==> src/rtl/core/aga_pkg.sv <==
// ----------------------------------------------------------------------------
// aga_pkg
// Types and constants shared by the gain ramp controller, datapath and units.
// ----------------------------------------------------------------------------
`timescale 1ns / 1ps
`default_nettype none

package aga_pkg;

    localparam int EXT_EXTRA = 16;
    localparam int GAIN_W    = 48;
    localparam int STEP_W    = 57;

    localparam logic [63:0] Q32_ONE      = 64'h0000_0001_0000_0000;
    localparam logic [63:0] POW_CAP      = 64'h4000_0000_0000_0000;
    localparam logic [63:0] GAIN_MAX_CAP = 64'h0000_7FFF_FFFF_FFFF;
    localparam logic [56:0] BS_HI_INIT   = 57'h100_0000_0000_0000;

    typedef enum logic [1:0] {
        KIND_CONST,
        KIND_LIN,
        KIND_EXP
    } kind_t;

    typedef enum logic [3:0] {
        CMD_NONE,
        CMD_LOAD,
        CMD_SET_CONST,
        CMD_DIV_LIN,
        CMD_DIV_EXP,
        CMD_SET_LIN,
        CMD_SET_T,
        CMD_BS_MID,
        CMD_BS_DECIDE,
        CMD_BS_FINISH,
        CMD_MUL_RES,
        CMD_MUL_BASE,
        CMD_MUL_EXP,
        CMD_MUL_OUT,
        CMD_WRITE_OUT
    } cmd_t;

    typedef enum logic [1:0] {
        DST_RES,
        DST_BASE,
        DST_GAIN,
        DST_OUT
    } mul_dst_t;

    typedef enum logic [3:0] {
        ST_IDLE,
        ST_SETUP,
        ST_DIV_LIN,
        ST_DIV_EXP,
        ST_BS_TEST,
        ST_POW_BIT,
        ST_RES_WAIT,
        ST_BASE_START,
        ST_BASE_WAIT,
        ST_PREP,
        ST_EXP_WAIT,
        ST_OUT_START,
        ST_OUT_WAIT,
        ST_OUT_WRITE
    } state_t;

    typedef struct packed {
        logic restart;
        logic same_gain;
        logic exp_ok;
        logic div_done;
        logic mul_done;
        logic bs_go;
        logic nn_zero;
        logic nn_odd;
        logic kind_exp;
        logic out_free;
    } dp_status_t;

endpackage

`default_nettype wire

==> src/rtl/core/aga_ctrl.sv <==
// ----------------------------------------------------------------------------
// aga_ctrl
// Sequencer for ramp setup, ratio search, gain update and output write.
// ----------------------------------------------------------------------------
`timescale 1ns / 1ps
`default_nettype none

module aga_ctrl
    import aga_pkg::*;
(
    input  wire logic       aclk,
    input  wire logic       aresetn,
    input  wire logic       s_valid,
    output logic            s_ready,
    input  wire dp_status_t status,
    output cmd_t            cmd
);

    state_t state_reg, state_next;

    always_ff @(posedge aclk) begin
        if (!aresetn) begin
            state_reg <= ST_IDLE;
        end else begin
            state_reg <= state_next;
        end
    end

    always_comb begin
        state_next = state_reg;
        unique case (state_reg)
            ST_IDLE:       if (s_valid) state_next = ST_SETUP;
            ST_SETUP: begin
                if (!status.restart || status.same_gain) begin
                    state_next = ST_PREP;
                end else if (status.exp_ok) begin
                    state_next = ST_DIV_EXP;
                end else begin
                    state_next = ST_DIV_LIN;
                end
            end
            ST_DIV_LIN:    if (status.div_done) state_next = ST_PREP;
            ST_DIV_EXP:    if (status.div_done) state_next = ST_BS_TEST;
            ST_BS_TEST:    state_next = status.bs_go ? ST_POW_BIT : ST_PREP;
            ST_POW_BIT: begin
                if (status.nn_zero) begin
                    state_next = ST_BS_TEST;
                end else if (status.nn_odd) begin
                    state_next = ST_RES_WAIT;
                end else begin
                    state_next = ST_BASE_START;
                end
            end
            ST_RES_WAIT:   if (status.mul_done) state_next = ST_BASE_START;
            ST_BASE_START: state_next = ST_BASE_WAIT;
            ST_BASE_WAIT:  if (status.mul_done) state_next = ST_POW_BIT;
            ST_PREP:       state_next = status.kind_exp ? ST_EXP_WAIT : ST_OUT_START;
            ST_EXP_WAIT:   if (status.mul_done) state_next = ST_OUT_START;
            ST_OUT_START:  state_next = ST_OUT_WAIT;
            ST_OUT_WAIT:   if (status.mul_done) state_next = ST_OUT_WRITE;
            ST_OUT_WRITE:  if (status.out_free) state_next = ST_IDLE;
            default:       state_next = ST_IDLE;
        endcase
    end

    always_comb begin
        cmd     = CMD_NONE;
        s_ready = 1'b0;
        unique case (state_reg)
            ST_IDLE: begin
                s_ready = 1'b1;
                if (s_valid) cmd = CMD_LOAD;
            end
            ST_SETUP: begin
                if (status.restart) begin
                    if (status.same_gain) begin
                        cmd = CMD_SET_CONST;
                    end else if (status.exp_ok) begin
                        cmd = CMD_DIV_EXP;
                    end else begin
                        cmd = CMD_DIV_LIN;
                    end
                end
            end
            ST_DIV_LIN:    if (status.div_done) cmd = CMD_SET_LIN;
            ST_DIV_EXP:    if (status.div_done) cmd = CMD_SET_T;
            ST_BS_TEST:    cmd = status.bs_go ? CMD_BS_MID : CMD_BS_FINISH;
            ST_POW_BIT: begin
                if (status.nn_zero) begin
                    cmd = CMD_BS_DECIDE;
                end else if (status.nn_odd) begin
                    cmd = CMD_MUL_RES;
                end
            end
            ST_BASE_START: cmd = CMD_MUL_BASE;
            ST_PREP:       if (status.kind_exp) cmd = CMD_MUL_EXP;
            ST_OUT_START:  cmd = CMD_MUL_OUT;
            ST_OUT_WRITE:  if (status.out_free) cmd = CMD_WRITE_OUT;
            ST_RES_WAIT, ST_BASE_WAIT, ST_EXP_WAIT, ST_OUT_WAIT: begin
            end
            default: begin
            end
        endcase
    end

endmodule

`default_nettype wire

==> config.mk <==
export PLATFORM = sky130hd
export DESIGN_NAME = aga_ctrl
export DESIGN_NICKNAME = d
export VERILOG_FILES = /design/src/rtl/core/aga_pkg.sv /design/src/rtl/core/aga_ctrl.sv
export SDC_FILE = /design/constraint.sdc
export NUM_CORES = 1
export LEC_CHECK = 0
export BUFFER_PORTS_ARGS = -buffer_cell sky130_fd_sc_hd__buf_2
export CAP_MARGIN = 20
export CORE_AREA = 4 4 41 43
export CTS_CLUSTER_SIZE = 14
export DETAILED_ROUTE_END_ITERATION = 6
export DIE_AREA = 0 0 45 47
export PLACE_DENSITY = 0.73
export SLEW_MARGIN = 0
export SYNTH_ARGS = -nofsm -noshare
export SYNTH_HDL_FRONTEND = slang
export SYNTH_SLANG_ARGS = --single-unit
export TNS_END_PERCENT = 10
==> constraint.sdc <==
create_clock -name aclk -period 4.4 [get_ports aclk]
set_clock_uncertainty 0.15 [all_clocks]
set_input_delay 0.66 -clock aclk [delete_from_list [all_inputs] [get_ports aclk]]
set_output_delay 0.66 -clock aclk [all_outputs]
set_load 0.05 [all_outputs]
==> results of run 1 <==
## logic make-up (layout without fill, tap and decap cells)
family	count (synthesis)	after routing	share of synthesized area
AOI/OAI and AO/OA	33	33	0.375
buffers and inverters	12	23	0.0887
DFF	4	4	0.129
muxes	2	2	0.0323
and+or+nand+nor	39	39	0.375
## layout make-up
type,count,area (µm²),share of cell area
Timing Repair Buffer,17,85.1,0.121
Sequential cell,4,80.1,0.114
Multi-Input combinational cell,74,485,0.690
Tap cell,15,18.8,0.0267
Inverter,3,11.3,0.0160
Clock buffer,3,22.5,0.0320
## worst min path at each step
stage                                         start                   endpoint  slack (ns)  cells after the start
after floorplan           state_reg[2]$_SDFFE_PN0P_  state_reg[3]$_SDFFE_PN0P_        0.58                      4
after global placement    state_reg[3]$_SDFFE_PN0P_  state_reg[3]$_SDFFE_PN0P_        0.62                      2
after detailed placement  state_reg[3]$_SDFFE_PN0P_  state_reg[3]$_SDFFE_PN0P_        0.65                      2
after CTS                                   aresetn  state_reg[3]$_SDFFE_PN0P_        0.55                      3
after global routing                        aresetn  state_reg[1]$_SDFFE_PN0P_        0.57                      2
final                                       aresetn  state_reg[3]$_SDFFE_PN0P_        0.56                      3
## worst max-delay path, cell delays in order, from the launching register on
cell,delay (ns)
sky130_fd_sc_hd__dfxtp_1,0.83
sky130_fd_sc_hd__nor2_1,0.18
sky130_fd_sc_hd__a32o_1,0.29
sky130_fd_sc_hd__a32oi_1,0.17
sky130_fd_sc_hd__o32ai_1,0.12
sky130_fd_sc_hd__buf_2,0.24
## power by group through the flow
stage               Sequential [W]  Clock (W)  Combinational (W)
finish                    0.000146  0.0000505           0.000391
floorplan                0.0000640          0           0.000399
global route              0.000156  0.0000552           0.000425
global placement          0.000143          0           0.000385
CTS                       0.000144  0.0000513           0.000391
detailed placement        0.000144          0           0.000389
## synth_stat cells, types with 2 or more instances
library cell,n
sky130_fd_sc_hd__a21oi_1,6
sky130_fd_sc_hd__a31oi_1,2
sky130_fd_sc_hd__buf_2,2
sky130_fd_sc_hd__clkbuf_1,6
sky130_fd_sc_hd__dfxtp_1,4
sky130_fd_sc_hd__inv_1,3
sky130_fd_sc_hd__mux2i_1,2
sky130_fd_sc_hd__nand2_1,5
sky130_fd_sc_hd__nand2b_1,5
sky130_fd_sc_hd__nor2_1,8
sky130_fd_sc_hd__nor2b_1,4
sky130_fd_sc_hd__nor3_1,2
sky130_fd_sc_hd__nor4_1,2
sky130_fd_sc_hd__o211ai_1,2
sky130_fd_sc_hd__o21ai_0,6
sky130_fd_sc_hd__o311a_1,2
sky130_fd_sc_hd__o31ai_1,3
sky130_fd_sc_hd__or3b_2,3
## stage by stage
stage	cell area [µm²]	worst slack, ns	instances
floorplan	621	1.22	90
global placement	681	1.75	113
detailed placement	681	1.75	113
CTS	703	1.55	116
global route	703	1.40	116
finish	703	1.52	116
## layer usage
layer,wire length [µm],share of wire,global-route usage,vias up
li1,-,-,-,370
met1,719,0.44,0.218,345
met2,764,0.47,0.285,28
met3,120,0.074,0.0230,2
met4,23,0.014,0.105,0
met5,0,0,0,-
==> summary.txt, run 1 <==
Run
  • Total of max-cap violations: 0

Floorplanning
  • Starting utilization of the core area: 0.477
  • Total Die Area: 2120 µm²
  • Horizontal die dimension: 45 µm
  • Standard-cell row count: 13
  • Core area: ~1300 µm²
  • Die Span Y: 47 µm
  • Num ports: 18

Power and ir drop
  • Maximum VDD drop: 0.352 mV
  • Sequential share of power: 0.248
  • Combinational Power Share: 0.666
  • PwrDens: 835 nW/µm²
  • Power spent charging and discharging nets: 0.000349 W
  • Internal power: around 0.00024 W
  • Switching Fraction: 0.594
  • Clock share of power: 0.086
  • Static power due to leakage: 0.299 nW
  • Tot Pwr: 0.000587 W

Synthesis
  • Share of synthesized area occupied by flip-flops and latches: 0.129
  • Yosys Warn Count: 0
  • Synthesized instance count: 90
  • Count of different cell masters after synthesis: 41
  • Number of enable-type register cells in the synthesized netlist: 0
  • Synth Register Bits: 4
  • Fraction of synthesized cell area taken by the top area cell type: 0.129
  • Net count of the mapped netlist: 103
  • Cells taking the most area after synthesis: sky130_fd_sc_hd__dfxtp_1 13%, sky130_fd_sc_hd__nand2b_1 5.0%, sky130_fd_sc_hd__a21oi_1 4.8%, sky130_fd_sc_hd__o21ai_0 4.8%, sky130_fd_sc_hd__nor2_1 4.8%
  • Mean instance size in the synthesized netlist: 6.90 µm²
  • Yosys top cell by area: sky130_fd_sc_hd__dfxtp_1
  • Most used flip-flop cell after synthesis: sky130_fd_sc_hd__dfxtp_1
  • Proportion of register bits with asynchronous set or reset after synthesis: 0
  • Mapped cell area: 621 µm²

Routing
  • Detailed-routing iteration count for the pre-antenna-repair pass: 4
  • Number of nets with antenna violations after detailed routing: 0
  • DRC violations left: 0
  • Average detailed-routed wire length per instance: 14.0 µm
  • Initial drt markers: 23
  • Total detailed-routing wirelength: 1.63 mm
  • Count of vias placed by the detailed router: roughly 750
  • Vias/cell: 6.42

Final layout
  • Fraction of final layout cells sized beyond drive strength 1: 0.238
  • Most frequent cells in the layout: 17 x sky130_fd_sc_hd__buf_2, 8 x sky130_fd_sc_hd__nor2_1, 6 x sky130_fd_sc_hd__a21oi_1, 6 x sky130_fd_sc_hd__o21ai_0
  • Layout overhead on the synthesized area: 13.3%
  • Post-layout util: 0.540
  • Diodes inserted: 0
  • Filler cells: roughly 140
  • Number of nets in the final layout: 116
  • Most common cell after layout, fill and taps aside: sky130_fd_sc_hd__buf_2
  • Flip-flop count of the largest register, all copies and words added: 4

Critical path
  • Type of the worst setup path: reg -> out
  • Launching element of the worst setup path: state_reg[2]$_SDFFE_PN0P_
  • End point of the critical path: cmd[1]
  • Crit path capture type: primary output
  • Sort of element at the start of the critical path: flip-flop
  • Worst reg-to-reg path cell count: 4
  • Maximum fanout along the worst path: 27
  • CP required: between 3 and 4 ns
  • Worst Path Arrival: 2.07 ns
  • Destination of the worst register-to-register timing path: state_reg[1]$_SDFFE_PN0P_
  • Register-to-register setup slack: 2.11 ns
  • Worst r2r src: state_reg[0]$_SDFFE_PN0P_

Hold path
  • Hold crit path type: in -> reg

Global routing
  • Total routing usage reported by global routing: 0.175
  • Via count of the first global-routing pass: 588
  • Pin count of the biggest net entering global routing: 28
  • GRT Residual Overflow: 0
  • Global-route wire length before repair: 2.68 mm
  • Initial antenna violation count: 0

STA
  • Max-slew violation count: 0
  • Min Clock Period, post-route: around 2.9 ns
  • Final hold violation count: 0
  • Period utilization: 0.655
  • Final hold slack: ~0.56 ns
  • Max Freq: approximately 350 MHz
  • Tightest Pin Transition: 0.797 ns
  • Number of failing setup endpoints in the final timing report: 0
  • Relative max-transition margin: 0.468
  • Setup repair after global routing missed its margin: false
  • Total negative setup slack: 0 ns

Placed design
  • Routability-driven placement congestion ratio: 0.751
  • Count of input and output buffers: 17
  • DP HPWL: 1.15 mm

Clock network
  • Root Driver: sky130_fd_sc_hd__clkbuf_4
  • Number of hold buffers added after CTS: 0
  • TritonCTS clock tree: built
  • Clock sinks: 4
  • Clk Latency, worst-skew pair: 0.25 ns
  • CTS buffer count: 3
  • Worst-case clock buffer depth: 2
  • Clock transition at path regs: 0.05 ns
  • Count of buffers added by post-CTS timing repair for setup: 0
  • Post-CTS Resized: 0
  • Number of levels in the clock H-tree: 1

Run status
  • Status: finished clean
Power figures use the tool's default switching activity.
==> run 2: changes to the inputs <==
- ABC_AREA: not set -> 1
- CORE_AREA: 4 4 41 43 -> not set
- CORE_MARGIN: not set -> 4
- CORE_UTILIZATION: not set -> 44
- DIE_AREA: 0 0 45 47 -> not set
- clock period: 4.4 -> 2.62 ns (I/O delays scaled with it)
==> summary.txt, run 2 <==
Clock network
  • TritonCTS clock tree: built
  • CTS buffer count: 3
  • Number of levels in the clock H-tree: 1
  • Worst-case clock buffer depth: 2
  • Root Driver: sky130_fd_sc_hd__clkbuf_4
  • Count of buffers added by post-CTS timing repair for setup: 0
  • Number of hold buffers added after CTS: 0
  • Clock sinks: 4
  • Post-CTS Resized: 0
  • Clock transition at path regs: 0.04 ns
  • Clk Latency, worst-skew pair: 0.24 ns

Final layout
  • Post-layout util: 0.597
  • Most common cell after layout, fill and taps aside: sky130_fd_sc_hd__nand2_1
  • Number of nets in the final layout: 149
  • Layout overhead on the synthesized area: 21.8%
  • Fraction of final layout cells sized beyond drive strength 1: 0.224
  • Most frequent cells in the layout: 40 x sky130_fd_sc_hd__nand2_1, 17 x sky130_fd_sc_hd__inv_1, 17 x sky130_fd_sc_hd__buf_2, 15 x sky130_fd_sc_hd__nor2_1, 11 x sky130_fd_sc_hd__nand3_1
  • Post-route design area: 699 µm²
  • Filler cells: 130
  • Diodes inserted: 0
  • Flip-flop count of the largest register, all copies and words added: 4

Critical path
  • Type of the worst setup path: reg -> out
  • Crit path capture type: primary output
  • Sort of element at the start of the critical path: flip-flop
  • Top Family by Delay on Critical Path: flip-flops
  • Maximum fanout along the worst path: 7
  • Number of buffer and inverter stages on the critical path: 2
  • Slowest-stage cell, CP: sky130_fd_sc_hd__dfxtp_1
  • CP required: 2.08 ns
  • Worst Path Arrival: between 1.5 and 2 ns
  • Chain of cells forming the critical path: inv_1 -> nor2_2 -> nand2_1 -> o21ai_0 -> a21oi_1 -> o311ai_1 -> buf_2
  • Slowest Stage Delay on Critical Path: 0.42 ns

Routing
  • Detailed-routing iteration count for the pre-antenna-repair pass: 4
  • DRC violations left: 0
  • Vias/cell: 5.50
  • Total detailed-routing wirelength: 1.60 mm
  • Average detailed-routed wire length per instance: 10.8 µm
  • Initial drt markers: 41
  • Count of vias placed by the detailed router: 814
  • Number of nets with antenna violations after detailed routing: 0

STA
  • Min setup slack post-route: 0.337 ns
  • Max-slew violation count: 0
  • Number of failing setup endpoints in the final timing report: 0
  • Max Freq: ~440 MHz
  • Period utilization: 0.872
  • Setup repair after global routing missed its margin: false
  • Relative max-transition margin: 0.789
  • Min Clock Period, post-route: 2.28 ns
  • Tightest Pin Transition: 0.316 ns
  • Final hold violation count: 0

Power and ir drop
  • Maximum VDD drop: 0.608 mV
  • PwrDens: 1140 nW/µm²
  • Static power due to leakage: approximately 0.41 nW

Synthesis
  • Yosys top cell by area: sky130_fd_sc_hd__nand2_1
  • Synthesized instance count: 114
  • Share of synthesized area occupied by flip-flops and latches: 0.139
  • Commonest cells in the synthesized netlist: 40 x sky130_fd_sc_hd__nand2_1, 17 x sky130_fd_sc_hd__inv_1, 15 x sky130_fd_sc_hd__nor2_1
  • Mapped cell area: between 500 and 600 µm²
  • Number of enable-type register cells in the synthesized netlist: 0
  • Cells taking the most area after synthesis: sky130_fd_sc_hd__nand2_1 26%, sky130_fd_sc_hd__dfxtp_1 14%, sky130_fd_sc_hd__inv_1 11%, sky130_fd_sc_hd__nor2_1 9.8%, sky130_fd_sc_hd__nand3_1 9.6%
  • Most used flip-flop cell after synthesis: sky130_fd_sc_hd__dfxtp_1
  • Most frequent cell after synthesis: sky130_fd_sc_hd__nand2_1
  • Mean instance size in the synthesized netlist: 5.04 µm²
  • Fraction of synthesized cell area taken by the top area cell type: 0.261
  • Count of different cell masters after synthesis: 18
  • Proportion of register bits with asynchronous set or reset after synthesis: 0
  • Yosys Warn Count: 0
  • Net count of the mapped netlist: 127
  • Synth Register Bits: 4

Global routing
  • Total routing usage reported by global routing: 0.183
  • GRT Residual Overflow: 0
  • Initial antenna violation count: 0
  • Via count of the first global-routing pass: ~680
  • Global-route wire length before repair: 2.72 mm
  • Pin count of the biggest net entering global routing: 8

Floorplanning
  • Starting utilization of the core area: 0.490
  • Core area: 1170 µm²
  • Die Span Y: 44.1 µm
  • Num ports: 18
  • Horizontal die dimension: 44.1 µm
  • Total Die Area: roughly 1900 µm²
  • Standard-cell row count: 12

Run
  • Total of max-cap violations: 0

Run status
  • Status: finished clean

Placed design
  • Pre-CTS worst setup slack: just under 0.6 ns
  • DP HPWL: ~1.3 mm
  • Count of input and output buffers: 17
  • Routability-driven placement congestion ratio: roughly 0.92
  • Placed Area: about 680 µm²

Hold path
  • Hold crit path type: in -> reg
==> run 2: cell count changes after synthesis, moves of 3 or more <==
| cell | delta |
|---|---|
| sky130_fd_sc_hd__nand3_1 | +10 |
| sky130_fd_sc_hd__nor2b_1 | -4 |
| sky130_fd_sc_hd__o21ai_0 | -3 |
| sky130_fd_sc_hd__inv_1 | +14 |
| sky130_fd_sc_hd__nor2_1 | +7 |
| sky130_fd_sc_hd__clkbuf_1 | -6 |
| sky130_fd_sc_hd__or3b_2 | -3 |
| sky130_fd_sc_hd__nand2b_1 | -5 |
| sky130_fd_sc_hd__nand2_1 | +35 |
| sky130_fd_sc_hd__o31ai_1 | -3 |
| sky130_fd_sc_hd__nor2_2 | +3 |
==> run 2: layout make-up <==
| type | count | area [µm²] | area share |
|---|---|---|---|
| multi-input combinational | 91 | 423 | 0.605 |
| timing repair buffer | 17 | 85.1 | 0.122 |
| sequential | 4 | 80.1 | 0.114 |
| inverter | 19 | 71.3 | 0.102 |
| clock buffer | 3 | 22.5 | 0.0322 |
| tap | 14 | 17.5 | 0.0250 |
==> run 2: cells by family after synthesis <==
family,share of synthesized area
DFF,0.139
buffers and inverters,0.124
and+or+nand+nor,0.588
AOI/OAI and AO/OA,0.148
==> run 2: final timing paths <==
check / from / endpoint / slack (ns) / depth (start not counted)
max: state_reg[3]$_SDFFE_PN0P_ / cmd[3] / 0.34 / 7
min: aresetn / state_reg[3]$_SDFFE_PN0P_ / 0.28 / 3
max reg2reg: state_reg[0]$_SDFFE_PN0P_ / state_reg[1]$_SDFFE_PN0P_ / 1.13 / 8
min reg2reg: state_reg[0]$_SDFFE_PN0P_ / state_reg[0]$_SDFFE_PN0P_ / 0.38 / 2
==> run 2: per-layer routing <==
layer,up-vias,track usage,part of all wire
li1,409,-,-
met1,349,0.236,0.40
met2,52,0.305,0.47
met3,4,0.0610,0.11
met4,0,0.0181,0.011
met5,-,0,0
==> run 2: tightest hold or removal path: stages <==
cell and delay [ns]:
sky130_fd_sc_hd__buf_2 0.07, sky130_fd_sc_hd__inv_1 0.06, sky130_fd_sc_hd__a21oi_1 0.10
==> run 2: stage by stage <==
step	setup TNS, ns	std cells	power (W)	hold WS [ns]
floorplan	-0.355	114	0.000585	0.343
global placement	0	145	0.000708	0.373
detailed placement	0	145	0.000712	0.383
CTS	0	148	0.000794	0.277
global route	0	148	0.000871	0.295
finish	0	148	0.000795	0.279
==> run 2: report_power, final <==
part	switching (W)	internal [W]	total, W	leakage (nW)
Combinational	0.000438	0.000157	0.000595	0.362
Sequential	0.0000361	0.0000841	0.000120	0.0327
Clock	0.0000279	0.0000514	0.0000793	0.0138
